[config.mk]
export PLATFORM = sky130hd
export DESIGN_NAME = ordered_array_list_engine_core
export DESIGN_NICKNAME = d
export VERILOG_FILES = /design/src/hw/rtl/oale_pkg.sv /design/src/hw/rtl/oale_ram.sv /design/src/hw/rtl/oale_seq.sv /design/src/hw/rtl/oale_out.sv /design/src/hw/rtl/ordered_array_list_engine_core.sv
export VERILOG_INCLUDE_DIRS = /design/src /design/src/hw/rtl
export SDC_FILE = /design/constraint.sdc
export NUM_CORES = 2
export LEC_CHECK = 0
export BUFFER_PORTS_ARGS = -buffer_cell sky130_fd_sc_hd__buf_4
export CELL_PAD_IN_SITES_DETAIL_PLACEMENT = 0
export CELL_PAD_IN_SITES_GLOBAL_PLACEMENT = 1
export CORE_ASPECT_RATIO = 1.75
export CORE_UTILIZATION = 51
export DETAILED_ROUTE_END_ITERATION = 8
export MAX_ROUTING_LAYER = met4
export PLACE_DENSITY_LB_ADDON = 0.1
export SLEW_MARGIN = 20
export SYNTH_ARGS = -nofsm -noshare
export SYNTH_HDL_FRONTEND = slang
export SYNTH_SLANG_ARGS = --single-unit
[constraint.sdc]
create_clock -name clk -period 4.8 [get_ports clk]
set_input_delay 0.96 -clock clk [delete_from_list [all_inputs] [get_ports clk]]
set_output_delay 0.96 -clock clk [all_outputs]
set_load 0.02 [all_outputs]
[src/hw/rtl/ordered_array_list_engine_core_macros.svh]
// Assertion macros shared by the ordered array list engine RTL.
// No dependencies; the macros expect clk and arst_n in the using module.
`ifndef ORDERED_ARRAY_LIST_ENGINE_CORE_MACROS_SVH
`define ORDERED_ARRAY_LIST_ENGINE_CORE_MACROS_SVH
`ifndef SYNTHESIS
// property must hold at every clock edge outside reset
`define OALE_ASSERT(lbl, prop) \
	lbl: assert property (@(posedge clk) disable iff (!arst_n) prop) \
		else $error("oale assertion failed");
// expression must never be true outside reset
`define OALE_NEVER(lbl, expr) \
	lbl: assert property (@(posedge clk) disable iff (!arst_n) !(expr)) \
		else $error("oale forbidden condition seen");
`else
`define OALE_ASSERT(lbl, prop)
`define OALE_NEVER(lbl, expr)
`endif
`endif

[src/hw/rtl/oale_pkg.sv]
// Shared types and codes of the ordered array list engine.
// No dependencies.
package oale_pkg;

	localparam int OP_W  = 3;
	localparam int POS_W = 8;
	localparam int VAL_W = 32;
	localparam int STS_W = 2;

	// request codes (code 7 is unused and behaves as a no-op)
	localparam logic [OP_W-1:0] OP_GET    = 3'd0;
	localparam logic [OP_W-1:0] OP_LOCATE = 3'd1;
	localparam logic [OP_W-1:0] OP_PRIOR  = 3'd2;
	localparam logic [OP_W-1:0] OP_NEXT   = 3'd3;
	localparam logic [OP_W-1:0] OP_INSERT = 3'd4;
	localparam logic [OP_W-1:0] OP_DELETE = 3'd5;
	localparam logic [OP_W-1:0] OP_CLEAR  = 3'd6;

	// result status codes
	localparam logic [STS_W-1:0] STS_OK     = 2'd0;
	localparam logic [STS_W-1:0] STS_BADPOS = 2'd1;
	localparam logic [STS_W-1:0] STS_NONE   = 2'd2;
	localparam logic [STS_W-1:0] STS_FULL   = 2'd3;

	// sequencer states
	typedef enum logic [2:0] {
		ST_IDLE,
		ST_SCAN,
		ST_NREAD,
		ST_PEEK,
		ST_MOVE,
		ST_PUT,
		ST_EMIT
	} state_t;

	// one result transaction
	typedef struct packed {
		logic [STS_W-1:0]        status;
		logic signed [VAL_W-1:0] value_out;
		logic [POS_W-1:0]        found_position;
		logic [POS_W-1:0]        list_length;
		logic                    is_empty;
	} res_t;

endpackage

[src/hw/rtl/oale_ram.sv]
// Generic simple dual-port RAM: one write port, one read port, registered read.
// No dependencies.
module oale_ram #(
	parameter int WIDTH = 32,
	parameter int DEPTH = 128
) (
	input  logic                     clk,
	input  logic                     wr_en,
	input  logic [$clog2(DEPTH)-1:0] wr_addr,
	input  logic [WIDTH-1:0]         wr_data,
	input  logic                     rd_en,
	input  logic [$clog2(DEPTH)-1:0] rd_addr,
	output logic [WIDTH-1:0]         rd_data
);

	logic [WIDTH-1:0] mem_q [DEPTH];

	// write port
	always_ff @(posedge clk) begin
		if (wr_en) begin
			mem_q[wr_addr] <= wr_data;
		end
	end

	// registered read port
	always_ff @(posedge clk) begin
		if (rd_en) begin
			rd_data <= mem_q[rd_addr];
		end
	end

endmodule

[src/hw/rtl/oale_seq.sv]
// Sequencer and datapath of the list engine: request decode, scan, shift and count.
// Depends on oale_pkg and ordered_array_list_engine_core_macros.svh.
`include "ordered_array_list_engine_core_macros.svh"
module oale_seq #(
	parameter int CAPACITY = 128
) (
	input  logic                                  clk,
	input  logic                                  arst_n,
	// request side
	input  logic                                  in_valid,
	output logic                                  in_ready,
	input  logic [oale_pkg::OP_W-1:0]             op,
	input  logic [oale_pkg::POS_W-1:0]            pos,
	input  logic signed [oale_pkg::VAL_W-1:0]     value,
	// element store
	output logic                                  wr_en,
	output logic [$clog2(CAPACITY)-1:0]           wr_addr,
	output logic [oale_pkg::VAL_W-1:0]            wr_data,
	output logic                                  rd_en,
	output logic [$clog2(CAPACITY)-1:0]           rd_addr,
	input  logic [oale_pkg::VAL_W-1:0]            rd_data,
	// result side
	output logic                                  emit_valid,
	input  logic                                  emit_room,
	output oale_pkg::res_t                        res
);

	localparam int AW = $clog2(CAPACITY);
	localparam int CW = $clog2(CAPACITY + 1);
	localparam int XW = ((CW > oale_pkg::POS_W) ? CW : oale_pkg::POS_W) + 1;

	oale_pkg::state_t state_q, state_d;

	logic [CW-1:0]                  cnt_q, cnt_d;
	logic [CW-1:0]                  cur_q, cur_d;
	logic [AW-1:0]                  lim_q, lim_d;
	logic [AW-1:0]                  base_q, base_d;
	logic [AW-1:0]                  pidx_q, pidx_d;
	logic                           pv_q, pv_d;
	logic                           iss_q, iss_d;
	logic [oale_pkg::OP_W-1:0]      op_q, op_d;
	logic signed [oale_pkg::VAL_W-1:0] val_q, val_d;
	logic [oale_pkg::STS_W-1:0]     sts_q, sts_d;
	logic signed [oale_pkg::VAL_W-1:0] vout_q, vout_d;
	logic [oale_pkg::POS_W-1:0]     fpos_q, fpos_d;

	logic [XW-1:0] pos_x, cnt_x, pidx_x;
	logic          ok_get, ok_ins, hit, is_ins;
	logic [AW-1:0] pos_m1;
	logic          cnt_still;

	// position checks against the current length (shared compare unit)
	assign pos_x  = XW'(pos);
	assign cnt_x  = XW'(cnt_q);
	assign pidx_x = XW'(pidx_q);
	assign ok_get = (pos_x != '0) && (pos_x <= cnt_x);
	assign ok_ins = (pos_x != '0) && (pos_x <= cnt_x + 1'b1);
	assign pos_m1 = AW'(pos_x - 1'b1);
	assign hit    = pv_q && (rd_data == val_q);
	assign is_ins = (op_q == oale_pkg::OP_INSERT);

	// result fields come straight from the holding registers
	assign res.status         = sts_q;
	assign res.value_out      = vout_q;
	assign res.found_position = fpos_q;
	assign res.list_length    = oale_pkg::POS_W'(cnt_q);
	assign res.is_empty       = (cnt_q == '0);

	// next state and datapath control
	always_comb begin
		state_d    = state_q;
		cnt_d      = cnt_q;
		cur_d      = cur_q;
		lim_d      = lim_q;
		base_d     = base_q;
		pidx_d     = pidx_q;
		pv_d       = pv_q;
		iss_d      = iss_q;
		op_d       = op_q;
		val_d      = val_q;
		sts_d      = sts_q;
		vout_d     = vout_q;
		fpos_d     = fpos_q;
		in_ready   = 1'b0;
		emit_valid = 1'b0;
		rd_en      = 1'b0;
		rd_addr    = cur_q[AW-1:0];
		wr_en      = 1'b0;
		wr_addr    = base_q;
		wr_data    = val_q;
		unique case (state_q)
			oale_pkg::ST_IDLE: begin
				in_ready = 1'b1;
				if (in_valid) begin
					op_d   = op;
					val_d  = value;
					sts_d  = oale_pkg::STS_OK;
					vout_d = '0;
					fpos_d = '0;
					cur_d  = '0;
					pv_d   = 1'b0;
					iss_d  = 1'b0;
					state_d = oale_pkg::ST_EMIT;
					case (op) inside
						oale_pkg::OP_GET: begin
							if (ok_get) begin
								cur_d   = CW'(pos_x - 1'b1);
								state_d = oale_pkg::ST_NREAD;
							end else begin
								sts_d = oale_pkg::STS_BADPOS;
							end
						end
						oale_pkg::OP_LOCATE, oale_pkg::OP_PRIOR, oale_pkg::OP_NEXT: begin
							state_d = oale_pkg::ST_SCAN;
						end
						oale_pkg::OP_INSERT: begin
							if (!ok_ins) begin
								sts_d = oale_pkg::STS_BADPOS;
							end else if (cnt_q >= CW'(CAPACITY)) begin
								sts_d = oale_pkg::STS_FULL;
							end else begin
								base_d = pos_m1;
								lim_d  = pos_m1;
								if (pos_x <= cnt_x) begin
									cur_d   = cnt_q - 1'b1;
									iss_d   = 1'b1;
									state_d = oale_pkg::ST_MOVE;
								end else begin
									state_d = oale_pkg::ST_PUT;
								end
							end
						end
						oale_pkg::OP_DELETE: begin
							if (ok_get) begin
								base_d  = pos_m1;
								lim_d   = AW'(cnt_q - 1'b1);
								cur_d   = CW'(pos_x - 1'b1);
								iss_d   = 1'b1;
								state_d = oale_pkg::ST_MOVE;
							end else begin
								sts_d = oale_pkg::STS_BADPOS;
							end
						end
						oale_pkg::OP_CLEAR: begin
							cnt_d = '0;
						end
						default: begin
						end
					endcase
				end
			end
			// walk the store one entry a cycle, compare each entry in the cycle after its read
			oale_pkg::ST_SCAN: begin
				if (cur_q < cnt_q) begin
					rd_en  = 1'b1;
					pv_d   = 1'b1;
					pidx_d = cur_q[AW-1:0];
					cur_d  = cur_q + 1'b1;
				end else begin
					pv_d = 1'b0;
				end
				if (hit) begin
					fpos_d = oale_pkg::POS_W'(pidx_x + 1'b1);
					case (op_q)
						oale_pkg::OP_PRIOR: begin
							if (pidx_q != '0) begin
								cur_d   = CW'(pidx_x - 1'b1);
								state_d = oale_pkg::ST_NREAD;
							end else begin
								sts_d   = oale_pkg::STS_NONE;
								state_d = oale_pkg::ST_EMIT;
							end
						end
						oale_pkg::OP_NEXT: begin
							if (pidx_x + 1'b1 < cnt_x) begin
								cur_d   = CW'(pidx_x + 1'b1);
								state_d = oale_pkg::ST_NREAD;
							end else begin
								sts_d   = oale_pkg::STS_NONE;
								state_d = oale_pkg::ST_EMIT;
							end
						end
						default: begin
							vout_d  = val_q;
							state_d = oale_pkg::ST_EMIT;
						end
					endcase
				end else if (cur_q >= cnt_q) begin
					sts_d   = oale_pkg::STS_NONE;
					state_d = oale_pkg::ST_EMIT;
				end
			end
			// single fetch for get and neighbour lookups
			oale_pkg::ST_NREAD: begin
				rd_en   = 1'b1;
				state_d = oale_pkg::ST_PEEK;
			end
			oale_pkg::ST_PEEK: begin
				vout_d  = rd_data;
				state_d = oale_pkg::ST_EMIT;
			end
			// shift: read one entry, write it one place over on the next cycle
			oale_pkg::ST_MOVE: begin
				if (iss_q) begin
					rd_en  = 1'b1;
					pv_d   = 1'b1;
					pidx_d = cur_q[AW-1:0];
					if (cur_q[AW-1:0] == lim_q) begin
						iss_d = 1'b0;
					end else if (is_ins) begin
						cur_d = cur_q - 1'b1;
					end else begin
						cur_d = cur_q + 1'b1;
					end
				end else begin
					pv_d = 1'b0;
				end
				if (pv_q) begin
					if (!is_ins && (pidx_q == base_q)) begin
						vout_d = rd_data;
					end else begin
						wr_en   = 1'b1;
						wr_addr = is_ins ? (pidx_q + 1'b1) : (pidx_q - 1'b1);
						wr_data = rd_data;
					end
				end
				if (!iss_q) begin
					if (is_ins) begin
						state_d = oale_pkg::ST_PUT;
					end else begin
						cnt_d   = cnt_q - 1'b1;
						state_d = oale_pkg::ST_EMIT;
					end
				end
			end
			oale_pkg::ST_PUT: begin
				wr_en   = 1'b1;
				cnt_d   = cnt_q + 1'b1;
				state_d = oale_pkg::ST_EMIT;
			end
			oale_pkg::ST_EMIT: begin
				emit_valid = 1'b1;
				if (emit_room) begin
					state_d = oale_pkg::ST_IDLE;
				end
			end
			default: begin
				state_d = oale_pkg::ST_IDLE;
			end
		endcase
	end

	// state register
	always_ff @(posedge clk or negedge arst_n) begin
		if (!arst_n) begin
			state_q <= oale_pkg::ST_IDLE;
		end else begin
			state_q <= state_d;
		end
	end

	// control registers
	always_ff @(posedge clk or negedge arst_n) begin
		if (!arst_n) begin
			cnt_q <= '0;
			pv_q  <= 1'b0;
			iss_q <= 1'b0;
		end else begin
			cnt_q <= cnt_d;
			pv_q  <= pv_d;
			iss_q <= iss_d;
		end
	end

	// payload registers
	always_ff @(posedge clk) begin
		cur_q  <= cur_d;
		lim_q  <= lim_d;
		base_q <= base_d;
		pidx_q <= pidx_d;
		op_q   <= op_d;
		val_q  <= val_d;
		sts_q  <= sts_d;
		vout_q <= vout_d;
		fpos_q <= fpos_d;
	end

	// states that never touch the length
	assign cnt_still = (state_q == oale_pkg::ST_SCAN) || (state_q == oale_pkg::ST_NREAD) ||
		(state_q == oale_pkg::ST_PEEK) || (state_q == oale_pkg::ST_EMIT);

	`OALE_ASSERT(a_cnt_cap, cnt_q <= CW'(CAPACITY))
	`OALE_NEVER(a_no_wr_idle, (state_q == oale_pkg::ST_IDLE) && wr_en)
	`OALE_ASSERT(a_cnt_hold, cnt_still |=> $stable(cnt_q))

endmodule

[src/hw/rtl/oale_out.sv]
// Output register of the list engine: holds one result transaction for the master side.
// Depends on oale_pkg.
module oale_out (
	input  logic           clk,
	input  logic           arst_n,
	input  logic           push,
	output logic           room,
	input  oale_pkg::res_t res,
	output logic           m_tvalid,
	input  logic           m_tready,
	output logic [55:0]    m_tdata,
	output logic [1:0]     m_tuser
);

	logic           vld_q;
	oale_pkg::res_t res_q;

	assign room = !vld_q || m_tready;

	// valid flag
	always_ff @(posedge clk or negedge arst_n) begin
		if (!arst_n) begin
			vld_q <= 1'b0;
		end else if (room) begin
			vld_q <= push;
		end
	end

	// result payload
	always_ff @(posedge clk) begin
		if (push && room) begin
			res_q <= res;
		end
	end

	// pack the stream fields
	assign m_tvalid = vld_q;
	assign m_tdata  = {7'b0, res_q.is_empty, res_q.list_length, res_q.found_position,
		res_q.value_out};
	assign m_tuser  = res_q.status;

endmodule

[src/hw/rtl/ordered_array_list_engine_core.sv]
// Ordered array list engine: a fixed-capacity list of signed 32-bit values with
// 1-based positions. Each request transaction yields exactly one result transaction.
// Operation: all work goes through the single element RAM (one read and one write per
// cycle) under one sequencer, and one request is handled at a time. Clear, rejected
// requests and unused codes go straight to the result; get reads one entry; locate
// scans from the head; prior and next scan, then read the neighbour; insert shifts
// the entries from the end down to p up one place, then writes, and delete shifts
// the entries after p down one place. A finished result waits in the output
// register, so the next request is taken while it is pending.
// Depends on oale_pkg, oale_seq, oale_out and oale_ram.
module ordered_array_list_engine_core #(
	parameter int CAPACITY = 128
) (
	input  logic        clk,
	input  logic        arst_n,
	// requests
	input  logic        s_tvalid,
	output logic        s_tready,
	input  logic [39:0] s_tdata,   // [7:0] position, [39:8] value
	input  logic [2:0]  s_tuser,   // [2:0] operation
	// results
	output logic        m_tvalid,
	input  logic        m_tready,
	output logic [55:0] m_tdata,   // [31:0] value_out, [39:32] found_position,
	                               // [47:40] list_length, [48] is_empty, rest zero
	output logic [1:0]  m_tuser    // [1:0] status
);

	localparam int AW = $clog2(CAPACITY);

	logic                              wr_en, rd_en;
	logic [AW-1:0]                     wr_addr, rd_addr;
	logic [oale_pkg::VAL_W-1:0]        wr_data, rd_data;
	logic                              emit_valid, emit_room;
	oale_pkg::res_t                    res;
	logic signed [oale_pkg::VAL_W-1:0] req_value;

	assign req_value = s_tdata[39:8];

	// request sequencer
	oale_seq #(
		.CAPACITY(CAPACITY)
	) u_seq (
		.clk       (clk),
		.arst_n    (arst_n),
		.in_valid  (s_tvalid),
		.in_ready  (s_tready),
		.op        (s_tuser),
		.pos       (s_tdata[7:0]),
		.value     (req_value),
		.wr_en     (wr_en),
		.wr_addr   (wr_addr),
		.wr_data   (wr_data),
		.rd_en     (rd_en),
		.rd_addr   (rd_addr),
		.rd_data   (rd_data),
		.emit_valid(emit_valid),
		.emit_room (emit_room),
		.res       (res)
	);

	// element store
	oale_ram #(
		.WIDTH(oale_pkg::VAL_W),
		.DEPTH(CAPACITY)
	) u_store (
		.clk    (clk),
		.wr_en  (wr_en),
		.wr_addr(wr_addr),
		.wr_data(wr_data),
		.rd_en  (rd_en),
		.rd_addr(rd_addr),
		.rd_data(rd_data)
	);

	// result register
	oale_out u_out (
		.clk     (clk),
		.arst_n  (arst_n),
		.push    (emit_valid),
		.room    (emit_room),
		.res     (res),
		.m_tvalid(m_tvalid),
		.m_tready(m_tready),
		.m_tdata (m_tdata),
		.m_tuser (m_tuser)
	);

endmodule
==> results_dict.tcl <==
set metrics [dict create \
    period_needed_ps 4596 \
    synthTopCellsByArea "edfxtp_1 77%, mux4_2 15%, mux2i_1 2.4%" \
    end_kind "flop" \
    rsz0062_at_grt "no" \
    cp.arrival_ps 5160 \
    die_area_sq_um 329700 \
    post_cts_buffers 0 \
    worst_slew_pin_slew_ps 1185 \
    cts_buffers 381 \
    die_y_microns 758.9 \
    grtUsageMet2_pct 49.06 \
    gr-total-overflow 0 \
    yosysMostFrequentCell "edfxtp_1" \
    clk_latency_ps 950 \
    routed_wl_mm 476.7 \
    grt_use_met1_pct 35.91 \
    first_iter_violations 8833 \
    p_leak_nw 60.57 \
    syn_to_final_growth_pct 14.64 \
    clk_pin_slew_worst_paths_ps 70 \
    layout-drive-gt1-share_pct 29.41 \
    cap_violations 0 \
    ant_nets 0 \
    synth_cells 7456 \
    place.gp.congestion 1.027 \
    netlist_area_sq_um 166900 \
    h-tree-depth 5 \
    synth_ff_type "edfxtp_1" \
    stdcell_area_sq_um 191400 \
    num_vias 80650 \
    timing.slew.headroom_pct 20.87 \
    grt_usage_pct 30.02 \
    root_buffer "clkbuf_16" \
    async_flop_share_pct 0.3257 \
    met3_usage_pct 3.730 \
    hold_path.class "in -> reg" \
    hold_viol_final 0 \
    critical_path_class "reg -> reg" \
    wire_per_inst_microns 37.48 \
    grt_pass1_wl_mm 655.6 \
    vdd_ir_drop_max_uv 457.6 \
    syn_area_per_cell_sq_um 22.39 \
    avgViaCountPerCell 6.340 \
    antenna_found_initial 33 \
    rrSetupSlack_ps 200 \
    grt_max_degree 139 \
    fin_ws_ps 204.3 \
    clock.fmax_mhz 217.6 \
    io_pins 107 \
    outcome "finished clean" \
    start_util_pct 51.30 \
    synth-seq-cells 4299 \
    finalCoreUtilization_pct 58.81 \
    required_ps 5360 \
    fin_nets 8154 \
    rows 277 \
    crit_fanout 32 \
    cts_tree "yes" \
    final.setup_skew_ps 60.56 \
    setup_viol 0 \
    seq_area_frac_synth_pct 77.29 \
    grt_pass1_vias 81731 \
    yosys.area.top_type_share_pct 77.08 \
    power_density_nw_per_um2 528.6 \
    worstReg2RegStart "u_seq.op_q[1]" \
    yosysTopAreaCell "edfxtp_1" \
    clock-sinks 4299 \
    synth_commonest_cells "4285 x edfxtp_1, 1088 x mux4_2, 395 x mux2i_1" \
    crit_path_start "u_seq.op_q[1]" \
    dpl_worst_slack_ps 252.8 \
    drc 0 \
    dp_hpwl_mm 310.9 \
    synth.distinct_cells 75 \
    fp.dieW_microns 434.5 \
    grt_busiest_layer "met2" \
    min-delay-start "s_tdata[15]" \
    ys_warn_count 0 \
    dr.pass1.iters 6 \
    drv_slew 0 \
    portBuffers 99 \
    core_sq_um 325400 \
    placed_cell_area_sq_um 178900 \
    cts_buffer_depth 4 \
    crit_path_start_kind "flop" \
    synth_edf_count 4285 \
    fin_crit_sh_pct 95.74 \
]
## path summary, 6_finish.rpt
path	to	depth (start not counted)
max	u_store.mem_q[81][9]	12
min	u_seq.val_q[7]	1
max reg2reg	u_store.mem_q[81][9]	12
min reg2reg	u_out.m_tdata[3]	0
max in group asynchronous	u_seq.cnt_q[0]	2
min in group asynchronous	u_out.m_tvalid	2
## area by class of cell
cell class / instances / area [sq um]
Fill cell: 23314 / 134000
Clock buffer: 443 / 9916
Clock inverter: 242 / 2384
Antenna cell: 36 / 90.09
Sequential cell: 4299 / 129000
Multi-Input combinational cell: 2702 / 37170
Timing Repair Buffer: 607 / 7144
Tap cell: 4324 / 5410
Inverter: 68 / 255.2
## logic make-up after synthesis
| logic type | after synthesis | share of synthesized area (%) |
|---|---|---|
| DFF | 4299 | 77.29 |
| and+or+nand+nor | 655 | 1.877 |
| xor gates and xnor gates | 90 | 0.4722 |
| AOI/OAI and AO/OA | 385 | 1.503 |
| adders and majority gates | 48 | 0.3642 |
| buffers and inverters | 461 | 1.217 |
| other | 1 | 0.002246 |
| muxes | 1517 | 17.28 |
## repair_timing
item                       in CTS  in global routing
setup endpoints to repair       0                  4
resized for setup               0                  1
hold buffers                    1                  0
hold endpoints to repair       14                  0
## flip-flops by register name, summed over array words and instances, names as in the netlist
name	flops
u_seq.base_q	7
u_seq.iss_q	1
u_seq.lim_q	7
u_store.mem_q	4096
u_seq.state_q	3
u_seq.sts_q	2
u_seq.fpos_q	8
u_seq.pidx_q	7
u_seq.val_q	32
u_seq.vout_q	32
u_out.m_tvalid	1
u_store.rd_data	32
u_out.m_tuser	2
u_seq.cnt_q	8
u_seq.op_q	3
u_seq.cur_q	8
u_seq.pv_q	1
u_out.m_tdata	49
## through the flow
step	setup TNS (ps)	power (mW)	cells	hold WS, ps
2_1_floorplan	-477020	59.02	7462	400.3
3_3_place_gp	0	71.01	11994	409.8
3_5_place_dp	0	71.19	11995	406.3
4_1_cts	0	101.8	12681	138.0
5_1_grt	0	103.6	12713	177.9
6_report	0	101.2	12721	212.9
## layout by cell type (no fill, tap or decap), drive strengths merged, types with 36 or more instances in the layout
master and instances:
nor4 44, bufinv 42, xor2 46, mux4 1088, nor2 177, edfxtp 4285
clkinv 170, nand3 89, o21ai 74, clkbuf 443, o22ai 135, mux2i 395
nand2 180, buf 606, nor2b 44, inv 79, diode 36, or3 36
a21oi 59, a22o 38, ha 47, xnor2 44
## worst max-delay path: stages (launching register included)
cell and delay (ps):
edfxtp_1 390, or3b_2 570, buf_4 230, inv_1 140, fa_1 240, nor2b_1 70, o31a_1 270, o21ai_0 310
nand3_1 190, a211oi_2 670, o21ai_2 470, nor2_4 200, buf_4 430
## report_power, final
part           leakage [nW]  internal (mW)  total [mW]  switching [mW]
logic                  15.8           9.60        25.8            16.2
clock network          6.01           17.1        30.8            13.7
registers              38.8           43.7        44.5           0.797
## per-layer routing
layer | wire (microns) | vias to the layer above | share of wire (%)
met3 | 29070 | 807 | 6.1
met4 | 34660 | 0 | 7.3
met2 | 243800 | 3291 | 51
li1 | - | 32669 | -
met1 | 169200 | 43883 | 35
met5 | 0 | - | 0
No activity file was read; power rests on OpenSTA's default activity.
